`config.mk`:
```
export PLATFORM = sky130hd
export DESIGN_NAME = vns_cell
export DESIGN_NICKNAME = d
export VERILOG_FILES = /design/src/hdl/vns_pkg.sv /design/src/hdl/vns_cell.sv
export SDC_FILE = /design/constraint.sdc
export NUM_CORES = 1
export LEC_CHECK = 0
export BUFFER_PORTS_ARGS = -buffer_cell sky130_fd_sc_hd__buf_4
export CAP_MARGIN = 20
export CORE_UTILIZATION = 63
export CTS_CLUSTER_SIZE = 25
export DETAILED_ROUTE_END_ITERATION = 10
export PLACE_DENSITY = 0.91
export SYNTH_ARGS = -nofsm -noshare
export SYNTH_HDL_FRONTEND = slang
export SYNTH_SLANG_ARGS = --single-unit
```
`constraint.sdc`:
```
create_clock -name clk -period 29.3 [get_ports clk]
set_input_delay 2.93 -clock clk [delete_from_list [all_inputs] [get_ports clk]]
set_output_delay 2.93 -clock clk [all_outputs]
set_load 0.02 [all_outputs]
```
`src/hdl/vns_pkg.sv`:
```
// Shared types and constants of the Voronoi nearest-seed shader.
package vns_pkg;

  localparam int DEF_MAX_SEEDS  = 64;
  localparam int DEF_COORD_BITS = 10;

  localparam int CNT_W      = 7;
  localparam int RAD_W      = 21;
  localparam int IDX_OUT_W  = 6;
  localparam int CHAN_W     = 8;
  localparam int RGB_W      = 3 * CHAN_W;
  localparam int CFG_IDX_W  = 1;
  localparam int CFG_DATA_W = 21;
  localparam int CELL_ID_W  = 9;

  localparam logic [CNT_W-1:0] RESET_SEED_COUNT    = 7'd50;
  localparam logic [RAD_W-1:0] RESET_MARKER_RADIUS = 21'd10;

  localparam logic OP_LOAD  = 1'b0;
  localparam logic OP_SHADE = 1'b1;

  typedef enum logic [CFG_IDX_W-1:0] {
    CFG_SEED_COUNT    = 1'b0,
    CFG_MARKER_RADIUS = 1'b1
  } cfg_reg_t;

  typedef struct packed {
    logic                 valid;
    logic                 load;
    logic                 marker;
    logic [IDX_OUT_W-1:0] seed_index;
  } vns_ctl_t;

endpackage

```
`src/hdl/vns_cell.sv`:
```
// One seed cell: holds a seed and updates the running nearest-seed search.
module vns_cell import vns_pkg::*; #(
  parameter int CELL_ID    = 0,
  parameter int COORD_BITS = DEF_COORD_BITS,
  parameter int IDX_W      = 6
) (
  input  logic                      clk,
  input  logic                      rst_n,
  input  logic                      adv,
  input  logic [CNT_W-1:0]          seed_count,
  input  logic [RAD_W-1:0]          marker_radius,
  input  vns_ctl_t                  ctl_i,
  input  logic [COORD_BITS-1:0]     pos_x_i,
  input  logic [COORD_BITS-1:0]     pos_y_i,
  input  logic [RGB_W-1:0]          rgb_i,
  input  logic [2*COORD_BITS:0]     best_d_i,
  input  logic [IDX_W-1:0]          best_i_i,
  input  logic [RGB_W-1:0]          best_rgb_i,
  output vns_ctl_t                  ctl_o,
  output logic [COORD_BITS-1:0]     pos_x_o,
  output logic [COORD_BITS-1:0]     pos_y_o,
  output logic [RGB_W-1:0]          rgb_o,
  output logic [2*COORD_BITS:0]     best_d_o,
  output logic [IDX_W-1:0]          best_i_o,
  output logic [RGB_W-1:0]          best_rgb_o
);

  localparam int D_W   = 2 * COORD_BITS + 1;
  localparam int CMP_W = (D_W > RAD_W) ? D_W : RAD_W;

  logic [COORD_BITS-1:0]   seed_x_r;
  logic [COORD_BITS-1:0]   seed_y_r;
  logic [RGB_W-1:0]        seed_rgb_r;

  vns_ctl_t                ctl_r;
  vns_ctl_t                ctl_nxt;
  logic [COORD_BITS-1:0]   pos_x_r;
  logic [COORD_BITS-1:0]   pos_y_r;
  logic [RGB_W-1:0]        rgb_r;
  logic [D_W-1:0]          best_d_r;
  logic [IDX_W-1:0]        best_i_r;
  logic [RGB_W-1:0]        best_rgb_r;

  logic [COORD_BITS-1:0]   dx;
  logic [COORD_BITS-1:0]   dy;
  logic [2*COORD_BITS-1:0] sq_x;
  logic [2*COORD_BITS-1:0] sq_y;
  logic [D_W-1:0]          cur_d;
  logic                    active;
  logic                    shade;
  logic                    take;
  logic                    near;
  logic                    loading;

  always_comb begin
    dx      = (pos_x_i >= seed_x_r) ? (pos_x_i - seed_x_r) : (seed_x_r - pos_x_i);
    dy      = (pos_y_i >= seed_y_r) ? (pos_y_i - seed_y_r) : (seed_y_r - pos_y_i);
    sq_x    = dx * dx;
    sq_y    = dy * dy;
    cur_d   = {1'b0, sq_x} + {1'b0, sq_y};
    active  = (CELL_ID == 0) ||
              (CELL_ID_W'(CELL_ID) < CELL_ID_W'(seed_count));
    shade   = ctl_i.valid && !ctl_i.load;
    take    = shade && active && (cur_d < best_d_i);
    near    = shade && active && (CMP_W'(cur_d) <= CMP_W'(marker_radius));
    loading = adv && ctl_i.valid && ctl_i.load &&
              (CELL_ID_W'(ctl_i.seed_index) == CELL_ID_W'(CELL_ID));
    ctl_nxt        = ctl_i;
    ctl_nxt.marker = ctl_i.marker | near;
  end

  always_ff @(posedge clk) begin
    if (!rst_n) begin
      ctl_r <= '0;
    end else if (adv) begin
      ctl_r <= ctl_nxt;
    end
  end

  always_ff @(posedge clk) begin
    if (adv) begin
      pos_x_r    <= pos_x_i;
      pos_y_r    <= pos_y_i;
      rgb_r      <= rgb_i;
      best_d_r   <= take ? cur_d : best_d_i;
      best_i_r   <= take ? IDX_W'(CELL_ID) : best_i_i;
      best_rgb_r <= take ? seed_rgb_r : best_rgb_i;
    end
    if (loading) begin
      seed_x_r   <= pos_x_i;
      seed_y_r   <= pos_y_i;
      seed_rgb_r <= rgb_i;
    end
  end

  assign ctl_o      = ctl_r;
  assign pos_x_o    = pos_x_r;
  assign pos_y_o    = pos_y_r;
  assign rgb_o      = rgb_r;
  assign best_d_o   = best_d_r;
  assign best_i_o   = best_i_r;
  assign best_rgb_o = best_rgb_r;

endmodule

```
**Word level (Yosys, flattened, before mapping)**

Index checks and enable logic that the tools add are counted.

- $add $sub $neg: 5
- $mul: 2
- Magnitude comparators: 4
- Multiplexer cells: 4
- Bitwise logic cells: 1
- Reductions and logical operators: 8

Operators with widths:

| operator | count |
|---|---|
| $mul 10x10->20 | 2 |
| $sub 10x10->10 | 4 |
| $mux 24 | 1 |
| $add 20x20->21 | 1 |
| $le 21x21->1 | 1 |
| $lt 21x21->1 | 1 |
| $mux 21 | 1 |
| $ge 10x10->1 | 2 |
| $mux 10 | 2 |
| $logic_and 1x1->1 | 6 |
| $logic_not 6->1 | 1 |
| $logic_not 1->1 | 1 |
| $or 1x1->1 | 1 |

- Register bits after elaboration: 148
- Bits of input ports: 135
- Word-level logic and storage cells: 37

**Logic depth before layout (Yosys ltp)**

- Word-level depth: 7
- Gate-level depth with buffers: 42

**Worst setup path before layout**

No wires, ideal clock.

- Path kind: input -> register
- Start point: input port pos_y_i[0]
- End point: register best_rgb_r[20] (netlist: best_rgb_o[20]), data pin
- Library setup time: 0.260 ns
- Data arrival time: 11.751 ns
- Required time: 29.040 ns
- Slack: 17.289 ns
- Cell stages on the path: 38
- Buffers on the path: 3
- Cells stage by stage: inv_1 ha_1 inv_1 fa_1 a21oi_2 o211ai_2 a221oi_4 buf_6 mux2i_1 xor2_1 nor2_1 fa_1 fa_1 inv_1 fa_1 inv_1 fa_1 fa_1 [2 not listed] fa_1 inv_1 ha_1 a21oi_1 o21ai_0 a2111oi_0 o21ai_1 o21ai_0 xnor2_1 ha_1 nor2b_1 o21ai_0 a21oi_1 o21ai_0 o311a_1 buf_4 buf_4 mux2_2

- Cells in the longest elaborated chain, start to end: 7

Ends and longest elaborated chain:

| element | RTL line | text |
|---|---|---|
| start: declaration | vns_cell.sv:14 | `input logic [COORD_BITS-1:0] pos_y_i,` |
| $sub 10x10->10 or $ge 10x10->1 (tied branches) | vns_cell.sv:57 | `dy = (pos_y_i >= seed_y_r) ? (pos_y_i - seed_y_r) : (seed_y_r - pos_y_i);` |
| $mux 10 * | vns_cell.sv:57 |  |
| $mul 10x10->20 * | vns_cell.sv:59 | `sq_y = dy * dy;` |
| $add 20x20->21 * | vns_cell.sv:60 | `cur_d = {1'b0, sq_x} + {1'b0, sq_y};` |
| $lt 21x21->1 * | vns_cell.sv:64 | `take = shade && active && (cur_d < best_d_i);` |
| $logic_and 1x1->1 * | vns_cell.sv:64 |  |
| $mux 24 * | vns_cell.sv:87 | `best_rgb_r <= take ? seed_rgb_r : best_rgb_i;` |
| end signal: assignment | vns_cell.sv:87 |  |
| end: declaration | vns_cell.sv:42 | `logic [RGB_W-1:0] best_rgb_r;` |

Every way passes the cells marked *; elsewhere a longest branch is shown, timed or not.
A chain may end at the register's enable or synchronous reset.

**Final worst setup path**

- Start point: input port pos_y_i[0]
- End point: register best_rgb_r[5] (netlist: best_rgb_o[5]), data pin

Same word-level chain as after synthesis.

==> impl_metrics.ini <==
[outcome]
status = finished clean

[clock_tree]
clock-sinks = 148
clk_latency_ps = 440
root_buffer = clkbuf_16
cts.repair.resized = 0
clk_pin_slew_ps = 70
cts_max_level = 4
cts_tree = yes
clockBufferDepth = 2
cts_buffers = 17
post_cts_buffers = 0
holdBufCountCts = 0

[setup_path]
r2r_slack_ps = 17990
r2r-end = best_rgb_o[5]$_DFFE_PP_
cpMaxStageDelayCell = xor2_1
arrival_ps = 13800
cp_max_fo = 50
worstRegToRegCells = 34
worstSetupPathType = in -> reg
start_kind = primary input
cpMostUsedCell = fa_1
endpoint_kind = flip-flop
timing.rr.start = seed_y_r[0]$_DFFE_PP_
worstPathRequired_ps = 29480
worst_path_largest_cell_delay_ps = 860

[grt]
grt_max_degree = 71
grt_pass1_vias = 10784
antenna_found_initial = 0
overflow = 0
grtUsageTotal_pct = 28.7
grt_pass1_wl_um = 50100

[floorplan]
dieHeight_um = 151
core_area_um2 = 21800
ios = 239
fp.dieW_um = 151
start_util_pct = 64.1
dieArea_um2 = 22700
row_count = 54

[yosys]
synth_top_flop_cell = edfxtp_1
synth_seq_cells = 148
async_flop_share_pct = 0
synthCells = 1264
synth_cell_types = 75
synth_seq_area_share_pct = 31.2
synth_edf_count = 139
synth_warnings = 0
netlist_area_um2 = 13900
syn_nets = 1697
avgSynthCellArea_um2 = 11.0

[cells_and_area]
final_nets = 1924
n_antenna_cell = 0
n_fill_cell = 1440
drive_gt1_share_pct = 24.3
area_growth_pct = 18.1

[route]
drt_iter0_markers = 556
detail-route-antenna-nets = 0
vias = 10152
post_drt_wl_per_cell_um = 17.5
dr.pass1.iters = 5
wl_um = 31200
drcViolationCount = 0
via_per_inst = 5.69

[flow_run]
cap_viol_max_count = 0

[sta]
final_hold_viol_count = 0
setup_violations = 0
final.period_utilization_pct = 46.5
finalSetupTns_ps = 0
tightest_slew_ps = 1080
rsz0062_at_grt = false
clock.fmax_mhz = 73.4
post-route-min-period_ps = 13620
slew_headroom_pct = 27.8
drv_slew = 0
fin_skew_ps = 11.6

[hold_path]
hp-class = reg -> reg
min_path_cells = 2
min_to = ctl_o[7]$_SDFFE_PN0P_
min_from = ctl_o[7]$_SDFFE_PN0P_

[placement]
numPortBuffers = 231
post-dp-hpwl_um = 23900
gp_congestion = 0.886
==> cells in the final DEF, fill, tap and decap left out, types with 6 or more instances in the layout <==
cell type  instances
a21oi_1           36
nand3_1            8
a211o_1            6
a21o_1            27
xnor2_1           22
edfxtp_1         139
or2_1              9
inv_8              6
buf_4            240
nor2_1            96
or2_2              6
mux2i_1           16
nand4_1           12
dfxtp_1            9
o21ai_0           27
inv_1            269
a21oi_2            7
a211oi_1           6
nand2_1           26
o211ai_1           6
mux2_2            47
nand2b_1          15
clkbuf_16         17
fa_1             135
nor3_1            12
xor2_1            13
o21a_1            14
ha_1             163
nor2b_1           20
==> cell type report <==
type,instances,area (um2),share of cell area (%)
tap,280,350,2.13
clock buffer,17,425,2.58
inverter,272,1020,6.20
timing repair buffer,240,1800,10.9
multi-input combinational,812,8330,50.6
clock inverter,15,183,1.11
sequential,148,4350,26.4
==> worst max-delay path: cells and delay by family <==
family,cells,cell delay [ps]
fa+ha+maj,11,4750
compound gates,12,2900
xor+xnor,2,1090
buf+inv,7,930
mux,2,710
simple gates,2,400
==> metrics by stage <==
step                instances  utilization [%]  setup slack [ps]  cell area (um2)  hold WS [ps]
CTS                      1783             75.7             15970            16500           485
finish                   1784             75.7             15680            16500           480
detailed placement       1751             72.9             15560            15900           472
global route             1784             75.7             15340            16500           517
floorplan                1264                -             17290            13900           523
global placement         1751             72.9             15690            15900           466
==> synthesized netlist by cell type, types with 8 or more instances <==
cell type	instances	share of area, %
dfxtp_1	9	1.3
fa_1	135	19
inv_1	269	7.2
o21a_1	14	0.75
a21oi_1	36	1.3
a21o_1	27	1.5
ha_1	163	15
edfxtp_1	139	30
xnor2_1	22	1.4
nand2b_1	15	0.67
mux2i_1	16	1.1
buf_4	12	0.65
mux2_2	47	3.8
nor3_1	13	0.47
nand3_1	8	0.29
xor2_1	13	0.82
or2_1	9	0.40
nor2b_1	20	0.90
nor2_1	96	2.6
o21ai_0	27	0.97
buf_6	9	0.73
nand2_1	26	0.70
nand4_1	12	0.54
==> registers in the layout, indices dropped and copies added, names as in the netlist <==
name,flops
best_d_o,21
best_i_o,6
best_rgb_o,24
ctl_o,9
pos_x_o,10
pos_y_o,10
rgb_o,24
seed_rgb_r,24
seed_x_r,10
seed_y_r,10
==> logic make-up after synthesis <==
family	share of synthesized area [%]
adder cells (fa/ha/maj)	34.0
multiplexers	5.25
AND/OR/NAND/NOR	8.06
AO/OA/AOI/OAI	9.40
buffers and inverters	9.02
XOR/XNOR	3.02
flip-flops	31.2
==> worst max path at each step <==
stage	startpoint	to	slack (ps)	cells past startpoint
CTS	pos_y_i[0]	best_rgb_o[5]$_DFFE_PP_	15970	36
global placement	pos_y_i[0]	best_rgb_o[15]$_DFFE_PP_	15690	36
finish	pos_y_i[0]	best_rgb_o[5]$_DFFE_PP_	15680	36
floorplan	pos_y_i[0]	best_rgb_o[20]$_DFFE_PP_	17290	38
detailed placement	pos_y_i[0]	best_rgb_o[10]$_DFFE_PP_	15560	36
global route	pos_y_i[0]	best_rgb_o[18]$_DFFE_PP_	15340	36
==> layer usage <==
layer | up-vias | share of wire, % | global-route usage (%)
li1 | 4648 | - | -
met1 | 5010 | 38 | 32.7
met2 | 396 | 53 | 52.1
met3 | 98 | 5.7 | 4.97
met4 | 0 | 3.6 | 13.2
met5 | - | 0 | 0
Power is left out: the tool's default activity adds up to more than one toggle a clock period on the data nets, which glitch-free logic cannot reach.
